<file path="src/rtl/core/bfrf8_pkg.sv">
package bfrf8_pkg;

    // field widths
    localparam int BYTE_W = 8;
    localparam int IDX_W  = 6;

    // default payload size
    localparam int PAYLOAD_LEN_DEF = 32;

    // register reset values
    localparam logic [BYTE_W-1:0] FIRST_SYNC_RST  = 8'd208;
    localparam logic [BYTE_W-1:0] SECOND_SYNC_RST = 8'd221;

    // configuration port
    localparam int APB_DATA_W = 32;
    localparam int APB_ADDR_W = 3;

    typedef enum logic {
        REG_FIRST_SYNC  = 1'b0,
        REG_SECOND_SYNC = 1'b1
    } t_reg_idx;

    // parser phases
    typedef enum logic [2:0] {
        S_HUNT    = 3'd0,
        S_SYNC2   = 3'd1,
        S_LEN     = 3'd2,
        S_PAYLOAD = 3'd3,
        S_CHK_A   = 3'd4,
        S_CHK_B   = 3'd5,
        S_EMIT    = 3'd6
    } t_state;

    // controller to datapath
    typedef struct packed {
        logic seed;        // length byte accepted: seed sums, clear count
        logic accum;       // payload byte accepted: store and sum
        logic start_emit;  // check B matched: rewind read pointer
        logic emit;        // read out the stored payload
    } t_cmd;

    // datapath to controller
    typedef struct packed {
        logic sync1_hit;
        logic sync2_hit;
        logic len_hit;
        logic suma_hit;
        logic sumb_hit;
        logic last_payload;
        logic emit_done;
    } t_sts;

endpackage

</file>
<file path="src/rtl/core/binary_frame_receiver_fletcher8.sv">
// Channel  | Direction | Handshake               | Payload
// rx       | in        | i_rx_valid / o_rx_stall | i_rx_byte
// out      | out       | o_out_valid / i_out_stall | o_payload_byte, o_byte_index,
//          |           |                         | o_last_of_frame
// config   | in        | APB (psel, penable, ...) | first sync at 0x0, second at 0x4
//
// One received byte is taken per cycle while parsing; compares and sum updates
// finish in the cycle the byte is accepted.
// After a good check B byte the rx side stalls while the store is read out, one
// item a cycle through its registered read port while out is not stalled.
// Out stalls lengthen the readout; the last item may still wait
// in the output register while the next frame is being received.
// Reset (synchronous, active low) returns to preamble hunt with sync bytes 0xD0, 0xDD.
module binary_frame_receiver_fletcher8 #(
    parameter int PAYLOAD_LEN = bfrf8_pkg::PAYLOAD_LEN_DEF
) (
    input  logic                              i_clk,
    input  logic                              i_rst_n,
    // received bytes
    input  logic                              i_rx_valid,
    output logic                              o_rx_stall,
    input  logic [bfrf8_pkg::BYTE_W-1:0]      i_rx_byte,
    // verified payload
    output logic                              o_out_valid,
    input  logic                              i_out_stall,
    output logic [bfrf8_pkg::BYTE_W-1:0]      o_payload_byte,
    output logic [bfrf8_pkg::IDX_W-1:0]       o_byte_index,
    output logic                              o_last_of_frame,
    // configuration
    input  logic                              psel,
    input  logic                              penable,
    input  logic                              pwrite,
    input  logic [bfrf8_pkg::APB_ADDR_W-1:0]  paddr,
    input  logic [bfrf8_pkg::APB_DATA_W-1:0]  pwdata,
    output logic [bfrf8_pkg::APB_DATA_W-1:0]  prdata,
    output logic                              pready
);

    import bfrf8_pkg::*;

    logic [BYTE_W-1:0] r_first_sync;
    logic [BYTE_W-1:0] r_second_sync;
    logic              cfg_wr;
    t_reg_idx          reg_idx;
    t_cmd              cmd;
    t_sts              sts;

    // configuration registers
    assign pready  = 1'b1;
    assign cfg_wr  = psel && penable && pwrite && pready;
    assign reg_idx = t_reg_idx'(paddr[2]);

    always_ff @(posedge i_clk) begin
        if (!i_rst_n) begin
            r_first_sync  <= FIRST_SYNC_RST;
            r_second_sync <= SECOND_SYNC_RST;
        end else if (cfg_wr) begin
            unique case (reg_idx)
                REG_FIRST_SYNC:  r_first_sync  <= pwdata[BYTE_W-1:0];
                REG_SECOND_SYNC: r_second_sync <= pwdata[BYTE_W-1:0];
                default: ;
            endcase
        end
    end

    // read back
    always_comb begin
        prdata = '0;
        unique case (reg_idx)
            REG_FIRST_SYNC:  prdata = APB_DATA_W'(r_first_sync);
            REG_SECOND_SYNC: prdata = APB_DATA_W'(r_second_sync);
            default:         prdata = '0;
        endcase
    end

    bfrf8_ctrl u_ctrl (
        .i_clk      (i_clk),
        .i_rst_n    (i_rst_n),
        .i_rx_valid (i_rx_valid),
        .o_rx_stall (o_rx_stall),
        .i_sts      (sts),
        .o_cmd      (cmd)
    );

    bfrf8_dp #(
        .PAYLOAD_LEN (PAYLOAD_LEN)
    ) u_dp (
        .i_clk           (i_clk),
        .i_rst_n         (i_rst_n),
        .i_rx_byte       (i_rx_byte),
        .i_first_sync    (r_first_sync),
        .i_second_sync   (r_second_sync),
        .i_cmd           (cmd),
        .o_sts           (sts),
        .o_out_valid     (o_out_valid),
        .i_out_stall     (i_out_stall),
        .o_payload_byte  (o_payload_byte),
        .o_byte_index    (o_byte_index),
        .o_last_of_frame (o_last_of_frame)
    );

endmodule

</file>
<file path="src/rtl/core/bfrf8_ram.sv">
module bfrf8_ram #(
    parameter int WIDTH = 8,
    parameter int DEPTH = 32,
    localparam int ADDR_W = (DEPTH > 1) ? $clog2(DEPTH) : 1
) (
    input  logic              i_clk,
    input  logic              i_we,
    input  logic [ADDR_W-1:0] i_waddr,
    input  logic [WIDTH-1:0]  i_wdata,
    input  logic              i_re,
    input  logic [ADDR_W-1:0] i_raddr,
    output logic [WIDTH-1:0]  o_rdata
);

    logic [WIDTH-1:0] r_mem [DEPTH];
    logic [WIDTH-1:0] r_rdata;

    // one write port, one registered read port; read data holds without i_re
    always_ff @(posedge i_clk) begin
        if (i_we) begin
            r_mem[i_waddr] <= i_wdata;
        end
        if (i_re) begin
            r_rdata <= r_mem[i_raddr];
        end
    end

    assign o_rdata = r_rdata;

endmodule

</file>
<file path="src/rtl/core/bfrf8_ctrl.sv">
module bfrf8_ctrl (
    input  logic            i_clk,
    input  logic            i_rst_n,
    input  logic            i_rx_valid,
    output logic            o_rx_stall,
    input  bfrf8_pkg::t_sts i_sts,
    output bfrf8_pkg::t_cmd o_cmd
);

    import bfrf8_pkg::*;

    t_state r_state;
    t_state n_state;
    logic   accept;

    // state register
    always_ff @(posedge i_clk) begin
        if (!i_rst_n) begin
            r_state <= S_HUNT;
        end else begin
            r_state <= n_state;
        end
    end

    // input is held off only while the payload is read out
    assign o_rx_stall = (r_state == S_EMIT);
    assign accept     = i_rx_valid && !o_rx_stall;

    // next state and commands
    always_comb begin
        n_state = r_state;
        o_cmd   = '0;
        unique case (r_state)
            S_HUNT: begin
                if (accept) begin
                    n_state = i_sts.sync1_hit ? S_SYNC2 : S_HUNT;
                end
            end
            S_SYNC2: begin
                if (accept) begin
                    if (i_sts.sync2_hit) begin
                        n_state = S_LEN;
                    end else begin
                        // same byte tried again as first preamble
                        n_state = i_sts.sync1_hit ? S_SYNC2 : S_HUNT;
                    end
                end
            end
            S_LEN: begin
                if (accept) begin
                    if (i_sts.len_hit) begin
                        o_cmd.seed = 1'b1;
                        n_state    = S_PAYLOAD;
                    end else begin
                        n_state = i_sts.sync1_hit ? S_SYNC2 : S_HUNT;
                    end
                end
            end
            S_PAYLOAD: begin
                if (accept) begin
                    o_cmd.accum = 1'b1;
                    if (i_sts.last_payload) begin
                        n_state = S_CHK_A;
                    end
                end
            end
            S_CHK_A: begin
                if (accept) begin
                    n_state = i_sts.suma_hit ? S_CHK_B : S_HUNT;
                end
            end
            S_CHK_B: begin
                if (accept) begin
                    if (i_sts.sumb_hit) begin
                        o_cmd.start_emit = 1'b1;
                        n_state          = S_EMIT;
                    end else begin
                        n_state = S_HUNT;
                    end
                end
            end
            S_EMIT: begin
                o_cmd.emit = 1'b1;
                if (i_sts.emit_done) begin
                    n_state = S_HUNT;
                end
            end
            default: begin
                n_state = S_HUNT;
            end
        endcase
    end

    // seeding always leads into the payload phase
    a_seed_to_payload: assert property (@(posedge i_clk) disable iff (!i_rst_n)
        o_cmd.seed |=> r_state == S_PAYLOAD)
        else $error("seed did not enter payload phase");

    // readout is not abandoned before the datapath reports it done
    a_emit_hold: assert property (@(posedge i_clk) disable iff (!i_rst_n)
        (r_state == S_EMIT && !i_sts.emit_done) |=> r_state == S_EMIT)
        else $error("readout left early");

    // at most one command per cycle
    a_cmd_onehot: assert property (@(posedge i_clk) disable iff (!i_rst_n)
        $onehot0(o_cmd))
        else $error("more than one command at once");

endmodule

</file>
<file path="src/rtl/core/bfrf8_dp.sv">
module bfrf8_dp #(
    parameter int PAYLOAD_LEN = bfrf8_pkg::PAYLOAD_LEN_DEF
) (
    input  logic                           i_clk,
    input  logic                           i_rst_n,
    input  logic [bfrf8_pkg::BYTE_W-1:0]   i_rx_byte,
    input  logic [bfrf8_pkg::BYTE_W-1:0]   i_first_sync,
    input  logic [bfrf8_pkg::BYTE_W-1:0]   i_second_sync,
    input  bfrf8_pkg::t_cmd                i_cmd,
    output bfrf8_pkg::t_sts                o_sts,
    output logic                           o_out_valid,
    input  logic                           i_out_stall,
    output logic [bfrf8_pkg::BYTE_W-1:0]   o_payload_byte,
    output logic [bfrf8_pkg::IDX_W-1:0]    o_byte_index,
    output logic                           o_last_of_frame
);

    import bfrf8_pkg::*;

    localparam int AW = (PAYLOAD_LEN > 1) ? $clog2(PAYLOAD_LEN) : 1;
    localparam int CW = $clog2(PAYLOAD_LEN + 1);
    localparam logic [CW-1:0]     LEN_C  = CW'(PAYLOAD_LEN);
    localparam logic [CW-1:0]     LAST_C = CW'(PAYLOAD_LEN - 1);
    localparam logic [BYTE_W-1:0] LEN_B  = BYTE_W'(PAYLOAD_LEN);

    logic [BYTE_W-1:0] r_sum_a;
    logic [BYTE_W-1:0] r_sum_b;
    logic [BYTE_W-1:0] n_sum_a;
    logic [BYTE_W-1:0] n_sum_b;
    logic [CW-1:0]     r_count;
    logic [CW-1:0]     r_rd_ptr;
    logic [CW-1:0]     r_pend_idx;
    logic              r_pend;
    logic              r_out_valid;
    logic [BYTE_W-1:0] r_out_byte;
    logic [IDX_W-1:0]  r_out_idx;
    logic              r_out_last;
    logic [BYTE_W-1:0] ram_rdata;
    logic              load;
    logic              issue;

    // byte compares for the controller
    assign n_sum_a = r_sum_a + i_rx_byte;
    assign n_sum_b = r_sum_b + n_sum_a;

    assign o_sts.sync1_hit    = (i_rx_byte == i_first_sync);
    assign o_sts.sync2_hit    = (i_rx_byte == i_second_sync);
    assign o_sts.len_hit      = (i_rx_byte == LEN_B);
    assign o_sts.suma_hit     = (i_rx_byte == r_sum_a);
    assign o_sts.sumb_hit     = (i_rx_byte == r_sum_b);
    assign o_sts.last_payload = (r_count == LAST_C);
    assign o_sts.emit_done    = (r_rd_ptr == LEN_C) && !r_pend;

    // Fletcher sums and write count
    always_ff @(posedge i_clk) begin
        if (!i_rst_n) begin
            r_sum_a <= '0;
            r_sum_b <= '0;
            r_count <= '0;
        end else if (i_cmd.seed) begin
            r_sum_a <= i_rx_byte;
            r_sum_b <= i_rx_byte;
            r_count <= '0;
        end else if (i_cmd.accum) begin
            r_sum_a <= n_sum_a;
            r_sum_b <= n_sum_b;
            r_count <= r_count + 1'b1;
        end
    end

    // readout: one read in flight, moved to the output register when free
    assign load  = r_pend && (!r_out_valid || !i_out_stall);
    assign issue = i_cmd.emit && (r_rd_ptr != LEN_C) && (!r_pend || load);

    bfrf8_ram #(
        .WIDTH (BYTE_W),
        .DEPTH (PAYLOAD_LEN)
    ) u_store (
        .i_clk   (i_clk),
        .i_we    (i_cmd.accum),
        .i_waddr (r_count[AW-1:0]),
        .i_wdata (i_rx_byte),
        .i_re    (issue),
        .i_raddr (r_rd_ptr[AW-1:0]),
        .o_rdata (ram_rdata)
    );

    always_ff @(posedge i_clk) begin
        if (!i_rst_n) begin
            r_rd_ptr <= '0;
            r_pend   <= 1'b0;
        end else begin
            if (i_cmd.start_emit) begin
                r_rd_ptr <= '0;
            end else if (issue) begin
                r_rd_ptr <= r_rd_ptr + 1'b1;
            end
            if (issue) begin
                r_pend <= 1'b1;
            end else if (load) begin
                r_pend <= 1'b0;
            end
        end
    end

    always_ff @(posedge i_clk) begin
        if (issue) begin
            r_pend_idx <= r_rd_ptr;
        end
    end

    // output register
    always_ff @(posedge i_clk) begin
        if (!i_rst_n) begin
            r_out_valid <= 1'b0;
        end else if (load) begin
            r_out_valid <= 1'b1;
        end else if (!i_out_stall) begin
            r_out_valid <= 1'b0;
        end
    end

    always_ff @(posedge i_clk) begin
        if (load) begin
            r_out_byte <= ram_rdata;
            r_out_idx  <= IDX_W'(r_pend_idx);
            r_out_last <= (r_pend_idx == LAST_C);
        end
    end

    assign o_out_valid     = r_out_valid;
    assign o_payload_byte  = r_out_byte;
    assign o_byte_index    = r_out_idx;
    assign o_last_of_frame = r_out_last;

    // payload writes stay inside the store
    a_write_in_range: assert property (@(posedge i_clk) disable iff (!i_rst_n)
        i_cmd.accum |-> r_count <= LAST_C)
        else $error("payload write beyond store");

    // reads stay inside the store
    a_read_in_range: assert property (@(posedge i_clk) disable iff (!i_rst_n)
        issue |-> r_rd_ptr < LEN_C)
        else $error("payload read beyond store");

    // a new readout never finds a read left over from the last one
    a_clean_start: assert property (@(posedge i_clk) disable iff (!i_rst_n)
        i_cmd.start_emit |-> !r_pend)
        else $error("stale read at start of readout");

endmodule
</file>
<file path="config.mk">
export PLATFORM = sky130hd
export DESIGN_NAME = binary_frame_receiver_fletcher8
export DESIGN_NICKNAME = d
export VERILOG_FILES = /design/src/rtl/core/bfrf8_pkg.sv /design/src/rtl/core/binary_frame_receiver_fletcher8.sv /design/src/rtl/core/bfrf8_ram.sv /design/src/rtl/core/bfrf8_ctrl.sv /design/src/rtl/core/bfrf8_dp.sv
export SDC_FILE = /design/constraint.sdc
export NUM_CORES = 1
export LEC_CHECK = 0
export BUFFER_PORTS_ARGS = -buffer_cell sky130_fd_sc_hd__buf_2
export CAP_MARGIN = 40
export CORE_UTILIZATION = 55
export DETAILED_ROUTE_END_ITERATION = 8
export MAX_ROUTING_LAYER = met4
export PLACE_DENSITY = 0.74
export SLEW_MARGIN = 5
export SYNTH_ARGS = -nofsm -noshare
export SYNTH_HDL_FRONTEND = slang
export SYNTH_SLANG_ARGS = --single-unit
</file>
<file path="constraint.sdc">
create_clock -name i_clk -period 3.5 [get_ports i_clk]
set_input_delay 0.525 -clock i_clk [delete_from_list [all_inputs] [get_ports i_clk]]
set_output_delay 0.525 -clock i_clk [all_outputs]
set_load 0.05 [all_outputs]
</file>
## Word-level counts from Yosys, hierarchy flattened

Memories as Yosys holds them, arrays and structs flattened. A register that Yosys moved wholly into a read port is not among the register bits.
Cells that the tools add are included.

| storage, ports and cells | value |
|---|---|
| flip-flop bits (word level) | 70 |
| memory bits (writable) | 256 |
| bits of input ports | 50 |
| output and inout port bits | 50 |
| logic and storage cells | 99 |
| memories | 1 |

Memory list:

| name | words | bits a word | rd ports | clocked after Yosys merged registers in | wr ports | RTL line | RTL |
|---|---|---|---|---|---|---|---|
| u_dp.u_store.r_mem | 32 | 8 | 1 | 1 | 1 | bfrf8_ram.sv:15 | `logic [WIDTH-1:0] r_mem [DEPTH];` |

| operators by class | value |
|---|---|
| add/subtract/negate cells | 4 |
| equal/unequal tests | 24 |
| multiplexer cells | 34 |
| bitwise logic cells | 2 |
| reduce and logical (&&, ||, !) cells | 21 |

Operators with widths:

| operator | number |
|---|---|
| 32-bit case mux with 2 select lines | 1 |
| 3-bit 2-to-1 mux | 12 |
| 8-bit == test | 4 |
| 8-bit 2-to-1 mux | 4 |
| 3-bit case mux with 7 select lines | 1 |
| 8-bit adder | 2 |
| 1-bit 2-to-1 mux | 16 |
| 2-bit by 1-bit != test with 1-bit output, second input constant | 7 |
| 6-bit by 1-bit adder with 6-bit output, second input constant | 2 |
| 6-bit by 5-bit == test with 1-bit output, second input constant | 2 |
| 3-bit == test, second input constant | 3 |
| 8-bit by 6-bit == test with 1-bit output, second input constant | 1 |
| 8-bit AND reduction | 1 |
| 1-bit logical AND | 7 |
| 3-bit by 2-bit == test with 1-bit output, second input constant | 2 |
| 6-bit == test, second input constant | 1 |
| 6-bit != test, second input constant | 1 |
| 1-bit logical NOT | 4 |
| 2-bit != test, second input constant | 2 |
| 2-bit AND reduction | 2 |
| 2-bit nonzero test | 2 |
| 2-bit OR reduction | 2 |
| 3-bit by 1-bit == test with 1-bit output, second input constant | 1 |
| 3-bit logical NOT | 1 |
| 2 further kinds | 4 |

## Logic depth before layout (Yosys ltp)

Gate-level depths: netlist of run 1.

| logic depth | value |
|---|---|
| word-level depth | 7 |
| gate-level depth with buffers | 12 |

## By module

Synthesis of run 1 repeated with hierarchy kept, for this count alone.

| second synthesis, totals | value |
|---|---|
| cell total of the unflattened synthesis | 837 |
| area, all modules | 14258.7 um^2 |

By module, submodules not included:

| module | instances | cells each | area an instance (um^2) | seq. area each (um^2) |
|---|---|---|---|---|
| bfrf8_ram | 1 | 417 | 10133.5 | 7927.6 |
| bfrf8_dp | 1 | 279 | 2822.7 | 1231.2 |
| binary_frame_receiver_fletcher8 | 1 | 102 | 996.0 | 320.3 |
| bfrf8_ctrl | 1 | 39 | 306.5 | 60.1 |

## Worst setup path after synthesis of run 1

OpenSTA, ideal clock, no wires.

| timing path | value |
|---|---|
| path kind | input to register |
| from | in i_rx_byte[0] (netlist name) |
| to | reg u_dp.r_sum_b[7] |
| library setup time | 0.064 ns |
| arrival | 3.172 ns |
| data required time | 3.436 ns |
| path slack | 0.264 ns |
| stages on the path | 12 |
| path buffers | 0 |
| cells stage by stage | ha_1 > fa_1 > a21o_1 > a21oi_1 > xnor2_1 > ha_1 > inv_1 > nor2_1 > a2111oi_0 > o21bai_1 > mux2_2 > nand4_1 |

| between the ends | value |
|---|---|
| word-level cells in the longest chain between the ends | 5 |

RTL lines:

| item | RTL line | RTL |
|---|---|---|
| start: declaration | binary_frame_receiver_fletcher8.sv:22 | `input logic [bfrf8_pkg::BYTE_W-1:0] i_rx_byte,` |
| branches (longest 5 deep; another with 8-bit adder) | n/a |  |
| end signal: assignment | bfrf8_dp.sv:62 | `r_sum_b <= i_rx_byte;` |
| end signal: assignment | bfrf8_dp.sv:66 | `r_sum_b <= n_sum_b;` |
| end: declaration | bfrf8_dp.sv:27 | `logic [BYTE_W-1:0] r_sum_b;` |

Several ways; the timed one is not identified. The select of a mux whose other input is x is not followed.
A chain may end at the register's enable or synchronous reset.

## Worst setup path after layout of run 1

| timing path | value |
|---|---|
| from | reg u_dp.r_sum_a[0] |
| to | reg u_dp.r_sum_b[7] |

| between the ends | value |
|---|---|
| word-level cells in the longest chain between the ends | 4 |

RTL lines:

| item | RTL line | RTL |
|---|---|---|
| start: declaration | bfrf8_dp.sv:26 | `logic [BYTE_W-1:0] r_sum_a;` |
| start signal: assignment | bfrf8_dp.sv:61 | `r_sum_a <= i_rx_byte;` |
| start signal: assignment | bfrf8_dp.sv:65 | `r_sum_a <= n_sum_a;` |
| 8-bit adder | bfrf8_dp.sv:43 | `assign n_sum_a = r_sum_a + i_rx_byte;` |
| 8-bit adder | bfrf8_dp.sv:44 | `assign n_sum_b = r_sum_b + n_sum_a;` |
| 8-bit 2-to-1 mux | bfrf8_dp.sv:64 | `end else if (i_cmd.accum) begin` |
| 8-bit 2-to-1 mux | bfrf8_dp.sv:60 | `end else if (i_cmd.seed) begin` |

Every way passes these cells. The select of a mux whose other input is x is not followed.

==> impl_results.md, run 1 <==
- Die Width: 161 µm
- Final worst path period share: 87.6%
- Filler cell count: 1,735
- Worst VDD drop: 0.333 mV
- Post-layout nets: 979
- Most common cell after layout, fill and taps aside: edfxtp_1
- Via count: 7,321
- Worst Path Max Fanout: 4
- P_leak: 5.13 nW
- Max stage delay on crit path: 0.41 ns
- Setup bufs post-CTS: 0
- Crit Path Class: register to register
- IO Pins: 100
- Buffer levels on the longest clock path: 3
- H-tree lvl count: 2
- Final count of hold timing violations: 0
- Die H: 161 µm
- Largest net degree at the start of global routing: 37
- Clock sinks: 334
- Initial core utilization: 56.8%
- ANT nets after route: 0
- Syn_area_per_cell: 16.6 µm²
- Final Skew: 0.0214 ns
- Synth area leaders: edfxtp_1, mux4_2, dfxtp_1, ha_1, xor2_1
- Diode count: 0
- Slowest-stage cell, CP: fa_1
- FP Rows: 57
- Post-Syn Area: 0.0140 mm²
- Global-route wire length before repair: 42,400 µm
- Async SR Flop Fraction: 0%
- Finished Layout Cells: 1,253
- Critical Path Sink: u_dp.r_sum_b[7]$_SDFFE_PN0P_
- Area of the multi-input gates: 0.00410 mm²
- Area grow syn2layout: 12.0%
- GRT overflow: 0
- Mean routed wirelength per cell: 21.6 µm
- CORE AREA: 0.0246 mm²
- Critical path's most frequent cell: ha_1
- Final setup viols: 0
- Vias per inst: 5.84
- Max-slew violation total from the final report: 0
- Hold crit path type: primary input to register
- Layout cells sized above 1: 23.8%
- Slew HR: 40.7%
- Register bit count reported by yosys: 334
- Clk Latency, worst-skew pair: 0.51 ns
- FF-to-FF setup slack: 0.43 ns
- Top-area cell type share of the netlist area: 61.3%
- Gate count of the mapped netlist: 839
- Vias in the first global route: 7,198
- CTS root buf: clkbuf_16
- Drt pass-1 iters: 7
- Clock-pin slew on the worst setup and hold paths: 0.06 ns
- Port Buf Inserts: 48
- Setup TNS: 0 ns
- Minimum clock period: 3.07 ns
- Max-capacitance violation count: 0
- DRC viols: 0
- Number of enable flip-flop cells after synthesis: 285
- Crit path cell chain: ha_1 > fa_1 > a21o_1 > a21oi_1 > xnor2_1 > ha_1 > inv_1 > nor2_1 > a2111oi_0 > buf_4 > o21bai_1 > mux2_2 > nand4_1
- Yosys warning total: 0
- RD Place Congestion: 0.829
- TritonCTS Buffers: 34
- Total Routed Length: 27,000 µm
- Cts hold-fix bufs: 0
- Cell variety after synth: 53
- Worst Path Required: 3.95 ns
- Worst r2r dst: u_dp.r_sum_b[7]$_SDFFE_PN0P_
- Crit path launch: u_dp.r_sum_a[0]$_SDFFE_PN0P_
- Seq/Total Area, Yosys: 68.3%
- Register area: 0.00954 mm²
- Status: finished, final reports clean
- CTS tree: done
- Total GRT Usage: 22.5%
- Synth area leader: edfxtp_1
- Pwr dens: 516 mW/mm²
- Pwr Total: 8.08 mW
- Die ar.: 0.0260 mm²
- Ys flop type: edfxtp_1
- Placed Instances: 1,194
- RSZ-0062 raised after global routing: no
- Worst setup SP type: register
- Data arrival time of the worst path: 3.51 ns
- Violation count after the first detailed-routing iteration: 600
- Fmax: 326 MHz
- Hpwl dp: 17,800 µm
- Worst-Margin Slew: 0.886 ns
- CP endpoint kind: register
- Worst r2r path cells: 13
- R2r startpoint: u_dp.r_sum_a[0]$_SDFFE_PN0P_
- Most frequent cells in the layout: edfxtp_1, mux4_2, nand2_1
- Initial antenna violation count: 0
- Post-CTS resize count: 0
[area by class of cell]
type	count	area share, %
sequential	334	61.0
inverter	11	0.264
clock inverter	17	1.08
timing repair buffer	72	3.01
multi-input combinational	453	26.2
tap	324	2.59
clock buffer	42	5.83
[logic make-up after synthesis]
kind of cell / count (synthesis) / synth area share, %
xor gates and xnor gates: 46 / 2.88
AOI/OAI and AO/OA: 59 / 2.63
adders and majority gates: 23 / 2.17
and+or+nand+nor: 201 / 6.61
DFF: 334 / 68.3
muxes: 99 / 14.4
other: 2 / 0.0538
buffers and inverters: 75 / 2.95
[synth_stat cells, types with 18 or more instances]
cell type	n
xnor2_1	18
nand2_1	65
ha_1	21
mux4_2	80
a21oi_1	29
nor2_1	60
dfxtp_1	49
nand3_1	28
edfxtp_1	285
clkbuf_1	23
xor2_1	28
buf_4	25
[metal layers]
| metal | GRT usage (%) | wire length (µm) | vias up |
|---|---|---|---|
| li1 | - | - | 3333 |
| met4 | 5.92 | 422 | 0 |
| met2 | 35.2 | 13200 | 271 |
| met5 | - | 0 | - |
| met3 | 3.31 | 1630 | 39 |
| met1 | 31.4 | 11800 | 3678 |
[through the flow]
| stage | hold slack [ns] | cell area [µm²] | utilization, % | setup WS (ns) |
|---|---|---|---|---|
| 3_3_place_gp | 0.404 | 14600 | 59.2 | 0.0975 |
| 3_5_place_dp | 0.405 | 14600 | 59.2 | 0.0884 |
| 2_1_floorplan | 0.400 | 14100 | - | 0.264 |
| 5_1_grt | 0.248 | 15600 | 63.6 | 0.222 |
| 6_report | 0.247 | 15600 | 63.6 | 0.433 |
| 4_1_cts | 0.232 | 15600 | 63.6 | 0.478 |
[critical path, delay by kind of cell (launching register included)]
kind	cells	cell delay, ns
DFF	1	0.31
xor gates and xnor gates	1	0.19
AOI/OAI and AO/OA	4	0.89
and+or+nand+nor	2	0.16
buffers and inverters	2	0.27
muxes	1	0.26
adders and majority gates	3	0.91
[state kept, by name, summed over array words and instances (netlist names)]
name                  flops
u_dp.u_store.r_mem      256
r_first_sync              8
r_second_sync             8
u_dp.o_payload_byte       8
u_dp.r_sum_a              8
u_dp.r_sum_b              8
u_dp.u_store.o_rdata      8
u_dp.o_byte_index         6
u_dp.r_count              6
u_dp.r_pend_idx           6
u_dp.r_rd_ptr             6
u_ctrl.r_state            3
u_dp.o_last_of_frame      1
u_dp.o_out_valid          1
u_dp.r_pend               1
[worst min path at each step]
stage,startpoint,to,cells past startpoint
2_1_floorplan,u_dp.u_store.o_rdata[0]$_DFFE_PP_,u_dp.o_payload_byte[0]$_DFFE_PP_,0
3_3_place_gp,u_dp.u_store.o_rdata[4]$_DFFE_PP_,u_dp.o_payload_byte[4]$_DFFE_PP_,0
3_5_place_dp,u_dp.u_store.o_rdata[3]$_DFFE_PP_,u_dp.o_payload_byte[3]$_DFFE_PP_,0
4_1_cts,pwdata[4],r_second_sync[4]$_SDFFE_PN1P_,3
5_1_grt,pwdata[4],r_first_sync[4]$_SDFFE_PN1P_,3
6_report,pwdata[4],r_first_sync[4]$_SDFFE_PN1P_,3
[where the power goes]
group / total (mW) / switching, mW / internal, mW
combinational: 0.249 / 0.194 / 0.0551
clock: 3.51 / 1.43 / 2.08
sequential: 4.32 / 0.00717 / 4.31
Power figures use the tool's default switching activity.
==> inputs of run 2 (changes only) <==
- GPL_TIMING_DRIVEN: default -> 0
==> run 2 against run 1 <==
  * Hold slack lost 0.012 ns
  * Combinational power rose by 7%
  * Routed wire length rose by 7.3%
  * Sequential power about the same
  * Via count rose by 3.3%
  * Largest power group unchanged
  * Die area is the same
  * Global-route usage up 1.3 points
==> impl_results.md, run 2 (synthesized netlist as in run 1, its figures left out) <==
- Via count: 7,562 (+3.3%)
- Drt pass-1 iters: 5 (-2)
- Switching Fraction: 20.2% (about the same)
- Final setup viols: 0 (unchanged)
- Pint: 6.51 mW (+1.1%)
- TritonCTS Buffers: 34 (unchanged)
- Final Skew: 0.0112 ns (-0.0102 ns)
- Slew HR: 40.4% (-0.24 points)
- Clock sinks: 334 (unchanged)
- Clk pwr share: 43.9% (+0.4 points)
- Layout cells sized above 1: 24.4% (+0.57 points)
- Total Routed Length: 29,000 µm (+7.3%)
- Worst Path Max Fanout: 37 (+33)
- Post-layout nets: 1,022 (+4.4%)
- Violation count after the first detailed-routing iteration: 678 (+13%)
- H-tree lvl count: 2 (unchanged)
- Die H: 161 µm (unchanged)
- ANT nets after route: 0 (unchanged)
- Setup TNS: 0 ns (unchanged)
- Worst VDD drop: 0.439 mV (+32%)
- Clk Latency, worst-skew pair: 0.51 ns (about the same)
- RD Place Congestion: 0.848 (+2.3%)
- Status: finished, final reports clean
- M2 GR Usage: 36.9% (+1.6 points)
- Vias per inst: 5.83 (-0.21%)
- Worst Path Required: 3.95 ns (about the same)
- Minimum clock period: 3.28 ns (+0.216 ns)
- Max-slew violation total from the final report: 0 (unchanged)
- IO Pins: 100 (unchanged)
- Diode count: 0 (unchanged)
- Sw Pwr: 1.65 mW (+1.1%)
- Fmax: 305 MHz (-6.6%)
- Hpwl dp: 18,300 µm (+2.4%)
- Max-capacitance violation count: 0 (unchanged)
- Largest net degree at the start of global routing: 39 (+5.4%)
- Met1 GRT Util: 33.8% (+2.4 points)
- GRT busiest layer: met2
- Most common cell after layout, fill and taps aside: edfxtp_1
- CP endpoint kind: register
- Worst setup SP type: primary input
- Final worst path period share: 93.8% (+6.2 points)
- CORE AREA: 0.0246 mm² (unchanged)
- Final count of hold timing violations: 0 (unchanged)
- Largest Register: u_dp.u_store.r_mem
- Hold crit path type: primary input to register
- Die Width: 161 µm (unchanged)
- Buffer levels on the longest clock path: 3 (unchanged)
- Crit Path Class: primary input to register
- Pwr dens: 515 mW/mm² (-0.20%)
- Clock-pin slew on the worst setup and hold paths: 0.06 ns (about the same)
- Die ar.: 0.0260 mm² (unchanged)
- Vias in the first global route: 7,349 (+2.1%)
- Share of power burned in registers: 52.9% (-0.6 points)
- Post-Place Cell Area: 0.0147 mm² (+1.2%)
- Initial core utilization: 56.8% (unchanged)
- FP Rows: 57 (unchanged)
- Combinational group share of total power: 3.3% (+0.2 points)
- Total GRT Usage: 23.9% (+1.3 points)
- RSZ-0062 raised after global routing: no
- Mean routed wirelength per cell: 22.4 µm (+3.6%)
- Max reg flops: 256 (unchanged)
- CTS tree: done
- Most frequent cells in the layout: edfxtp_1, mux4_2, nand2_1
- Worst-Margin Slew: 0.890 ns (+0.00356 ns)
- Data arrival time of the worst path: 3.73 ns (+0.22 ns)
- CTS root buf: clkbuf_16
- GR Util met3: 3.52% (+0.21 points)
- Area grow syn2layout: 13.5%
- Finished Cell Area: 0.0159 mm² (+1.3%)
- GRT overflow: 0 (unchanged)
- Global-route wire length before repair: 44,500 µm (+4.9%)
- DRC viols: 0 (unchanged)
- Port Buf Inserts: 48 (unchanged)
- P_leak: 5.26 nW (+2.5%)
- Cts hold-fix bufs: 0 (unchanged)
- Initial antenna violation count: 0 (unchanged)
## run 2: cell count changes in the layout (fill, tap and decap cells not counted), moves of 3 or more
| cell | previous run | this run |
|---|---|---|
| buf_6 | 0 | 5 |
| clkinv_2 | 3 | 6 |
| clkinv_1 | 6 | 3 |
| buf_12 | 4 | 0 |
| buf_1 | 0 | 7 |
| buf_2 | 48 | 53 |
| buf_4 | 20 | 26 |
| clkbuf_1 | 6 | 30 |
## run 2: final timing paths
| kind | start | end | slack [ns] | cells after the start |
|---|---|---|---|---|
| setup / recovery | i_rx_byte[0] | u_dp.r_sum_b[7]$_SDFFE_PN0P_ | 0.22 | 13 |
| hold / removal | pwdata[7] | r_second_sync[7]$_SDFFE_PN1P_ | 0.24 | 3 |
| setup reg to reg | u_dp.r_rd_ptr[1]$_SDFFE_PP0P_ | u_dp.u_store.o_rdata[4]$_DFFE_PP_ | 0.35 | 5 |
| hold reg to reg | u_dp.u_store.o_rdata[0]$_DFFE_PP_ | u_dp.o_payload_byte[0]$_DFFE_PP_ | 0.43 | 0 |
## run 2: area by class of cell
cell class	instances	area, µm²
timing repair buffer	51	274
sequential	334	9540
tap	324	405
fill	1682	8750
buffer	64	372
inverter	11	41.3
clock buffer	43	906
clock inverter	17	191
multi-input combinational	453	4130
## run 2: stage by stage
| step | hold slack [ns] | power (mW) | cells | worst slack (ns) | utilization, % |
|---|---|---|---|---|---|
| final | 0.236 | 8.17 | 1297 | 0.217 | 64.4 |
| after global routing | 0.252 | 8.38 | 1297 | 0.00508 | 64.4 |
| after CTS | 0.221 | 8.21 | 1297 | 0.147 | 64.4 |
| after detailed placement | 0.409 | 4.67 | 1237 | -0.827 | 59.9 |
| after global placement | 0.402 | 4.66 | 1234 | -0.587 | 59.7 |
| after floorplan | 0.400 | 4.57 | 862 | 0.264 | - |
## run 2: metal layers
metal / routed length [µm] / share of wire, %
met1: 12500 / 43
met5: 0 / 0
met4: 571 / 2.0
met3: 2140 / 7.4
met2: 13800 / 48
## run 2: worst max-delay path, stage by stage
cell and delay (ns):
buf_2 0.36, ha_1 0.37, fa_1 0.41, a21o_1 0.17, a21oi_1 0.23, xnor2_1 0.22, ha_1 0.31, inv_1 0.08
nor2_1 0.08, a2111oi_4 0.44, o21bai_1 0.14, mux2_2 0.27, nand4_1 0.08
## run 2: power groups by stage
| stage | Clock, mW | Combinational [mW] | Sequential (mW) |
|---|---|---|---|
| 2_1_floorplan | 0 | 0.168 | 4.40 |
| 3_3_place_gp | 0 | 0.260 | 4.40 |
| 3_5_place_dp | 0 | 0.266 | 4.40 |
| 4_1_cts | 3.62 | 0.267 | 4.32 |
| 5_1_grt | 3.77 | 0.286 | 4.32 |
| 6_report | 3.58 | 0.267 | 4.32 |
## run 2: what timing repair did
item,in CTS,in global routing
endpoints found under the setup margin,1,2
gates resized for setup,2,3
setup buffers,0,0
==> inputs of run 3 (changes only) <==
--- a/config.mk
+++ b/config.mk
@@ -6,4 +6,5 @@
 export NUM_CORES = 1
 export LEC_CHECK = 0
+export ABC_AREA = 1
 export BUFFER_PORTS_ARGS = -buffer_cell sky130_fd_sc_hd__buf_2
 export CAP_MARGIN = 40
==> constraint.sdc (replaced) <==
create_clock -name i_clk -period 3.5 [get_ports i_clk]
set_input_delay 0 -clock i_clk [delete_from_list [all_inputs] [get_ports i_clk]]
set_output_delay 0 -clock i_clk [all_outputs]
set_load 0.05 [all_outputs]
==> run 3 against run 2 <==
  * Sequential cell count stayed put
  * Hold slack worse by 0.20 ns
  * Clock skew is 0.0015 ns lower
  * Die area is 2.8% higher
  * Maximum frequency is 9.9% higher
  * Routed wire length is 23% higher
  * Highest routed layer unchanged
  * Sequential power hardly changed
  * Cell count is 39% higher
  * Combinational power is 14% higher
  * Via count is 38% higher
  * Utilization is 0.60 points higher
  * Synthesized cell count is 56% higher
==> impl_results.md, run 3 <==
- Status: finished, final reports clean
- Post-Syn Area: 0.0144 mm² (+2.8%)
- CTS root buf: clkbuf_16
- Register bit count reported by yosys: 334 (unchanged)
- Final setup viols: 0 (unchanged)
- Largest Register: u_dp.u_store.r_mem
- ANT nets after route: 0 (unchanged)
- Ys flop type: edfxtp_1
- Die Width: 164 µm (+1.4%)
- R2r startpoint: u_dp.r_rd_ptr[0]$_SDFFE_PP0P_
- Post-Place Cell Area: 0.0152 mm² (+3.1%)
- Port Buf Inserts: 48 (unchanged)
- Crit path launch: u_dp.r_rd_ptr[0]$_SDFFE_PP0P_
- Slew HR: 36.0% (-4.4 points)
- Gate count of the mapped netlist: 1,307 (+56%)
- Minimum clock period: 2.99 ns (-0.295 ns)
- Data arrival time of the worst path: 3.43 ns (-0.30 ns)
- Vias per inst: 5.78 (-0.78%)
- Global-route wire length before repair: 54,400 µm (+22%)
- Top cells by count, synth: edfxtp_1, nor2_1, nand2_1
- Final Skew: 0.00971 ns (-0.00149 ns)
- Most frequent cells in the layout: edfxtp_1, nor2_1, nand2_1
- Largest net degree at the start of global routing: 39 (unchanged)
- Drt pass-1 iters: 6 (+1)
- Synth area leader: edfxtp_1
- GRT overflow: 0 (unchanged)
- Async SR Flop Fraction: 0% (unchanged)
- Max reg flops: 256 (unchanged)
- Finished Layout Cells: 1,799 (+39%)
- Max-slew violation total from the final report: 0 (unchanged)
- Fmax: 335 MHz (+9.9%)
- Area grow syn2layout: 15.0%
- IO Pins: 100 (unchanged)
- Top-area cell type share of the netlist area: 59.6% (-1.7 points)
- Layout cells sized above 1: 11.3% (-13 points)
- Vias in the first global route: 9,787 (+33%)
- P_leak: 5.99 nW (+14%)
- Clock sinks: 334 (unchanged)
- Total Routed Length: 35,800 µm (+23%)
- Worst-Margin Slew: 0.960 ns (+0.0700 ns)
- CORE AREA: 0.0254 mm² (+3.2%)
- Initial antenna violation count: 0 (unchanged)
- Placed Instances: 1,717 (+39%)
- Total GRT Usage: 28.3% (+4.4 points)
- Worst Path Max Fanout: 19 (-49%)
- Count leader, synth: edfxtp_1
- Setup bufs post-CTS: 0 (unchanged)
- Hold crit path type: primary input to register
- Pwr dens: 498 mW/mm² (-3.3%)
- Syn_area_per_cell: 11.0 µm² (-34%)
- Most common cell after layout, fill and taps aside: edfxtp_1
- Seq/Total Area, Yosys: 66.4% (-1.9 points)
- TritonCTS Buffers: 35 (+2.9%)
- Setup TNS: 0 ns (unchanged)
- Final worst path period share: 85.4% (-8.4 points)
- Via count: 10,400 (+38%)
- Clock-pin slew on the worst setup and hold paths: 0.06 ns (about the same)
- Worst Path Required: 3.94 ns (about the same)
- Die H: 164 µm (+1.4%)
- Worst VDD drop: 0.319 mV (-27%)
- Yosys warning total: 0 (unchanged)
- Finished Cell Area: 0.0165 mm² (+4.2%)
- Mean routed wirelength per cell: 19.9 µm (-11%)
- Max-capacitance violation count: 0 (unchanged)
- Crit Path Class: register to register
- Buffer levels on the longest clock path: 3 (unchanged)
- RSZ-0062 raised after global routing: no
- DRC viols: 0 (unchanged)
- Hpwl dp: 24,000 µm (+31%)
- Cell variety after synth: 42 (-21%)
- FP Rows: 58 (+1.8%)
- Worst hold path startpoint: pwrite
- Number of enable flip-flop cells after synthesis: 285 (unchanged)
- Initial core utilization: 56.5% (-0.23 points)
- Final count of hold timing violations: 0 (unchanged)
- Worst setup SP type: register
- CP endpoint kind: register
- Synth area leaders: edfxtp_1, dfxtp_1, nor2_1, o21ai_0, nand2_1
- CTS tree: done
- Diode count: 0 (unchanged)
- RD Place Congestion: 0.917 (+8.1%)
- Violation count after the first detailed-routing iteration: 1,095 (+62%)
- H-tree lvl count: 2 (unchanged)
- Post-layout nets: 1,516 (+48%)
- Clk Latency, worst-skew pair: 0.51 ns (about the same)
- Die ar.: 0.0268 mm² (+2.8%)
## run 3: cell count changes after synthesis, moves of 18 or more
cell      before  now
inv_1         11   59
mux4_2        80    0
nand2_1       65  169
nand3_1       28   62
nor2_1        60  226
o211ai_1       1   32
o21ai_0        4  152
o22ai_1        0   32
xor2_1        28   10
## run 3: area by class of cell
class,count,area (µm²)
flip-flops and latches,334,9540
clock inverters,19,145
repair buffers,76,528
plain buffers,84,429
multi-input cells,848,4240
clock buffers,44,982
fillers,1920,8880
well taps,330,413
inverters,64,243
## run 3: final timing paths
check / endpoint / depth (start not counted) / slack, ns
max: u_dp.r_rd_ptr[5]$_SDFFE_PP0P_ / 12 / 0.51
min: r_first_sync[6]$_SDFFE_PN1P_ / 5 / 0.03
max reg2reg: u_dp.r_rd_ptr[5]$_SDFFE_PP0P_ / 12 / 0.51
min reg2reg: u_dp.o_payload_byte[3]$_DFFE_PP_ / 0 / 0.42
## run 3: worst max-delay path: stages, from the launching register on
cell and delay (ns):
dfxtp_1 0.51, inv_1 0.13, buf_2 0.22, buf_1 0.28, ha_1 0.28, nand4_1 0.21
nand2_2 0.13, nor2_4 0.51, inv_4 0.08, nor2_4 0.12, nand3_2 0.07, or2_0 0.23
a21oi_2 0.13
## run 3: logic make-up (layout without fill, tap and decap cells)
kind of cell | after synthesis | in the layout | share of synthesized area, %
AOI/OAI and AO/OA | 274 | 274 | 10.6
xor gates and xnor gates | 26 | 26 | 1.59
adders and majority gates | 23 | 23 | 2.11
buffers and inverters | 148 | 287 | 4.68
DFF | 334 | 334 | 66.4
other | 2 | 25 | 0.0523
and+or+nand+nor | 500 | 500 | 14.5
## run 3: routing by layer
layer	global-route usage, %	routed length [µm]
met5	-	0
met3	4.98	3450
met1	36.1	14000
met2	44.5	16800
met4	12.4	1550
## run 3: metrics by stage
step | total power [mW] | utilization, % | hold WS (ns) | worst slack, ns
floorplan | 4.58 | - | 0.0989 | 1.19
global placement | 4.68 | 59.5 | 0.228 | 0.568
detailed placement | 4.69 | 59.9 | 0.235 | 0.553
CTS | 8.25 | 65.0 | 0.00495 | 0.545
global route | 8.42 | 65.0 | 0.0989 | 0.352
finish | 8.23 | 65.0 | 0.0330 | 0.512
## run 3: report_power, final
group | internal [mW] | switching [mW]
Sequential | 4.31 | 0.00495
Combinational | 0.0840 | 0.221
Clock | 2.14 | 1.47
Total | 6.53 | 1.70
## run 3: timing repair
item | in CTS | in global routing
endpoints found under the hold margin | 63 | 0
resized for setup | 0 | 0
hold buffers | 19 | 0
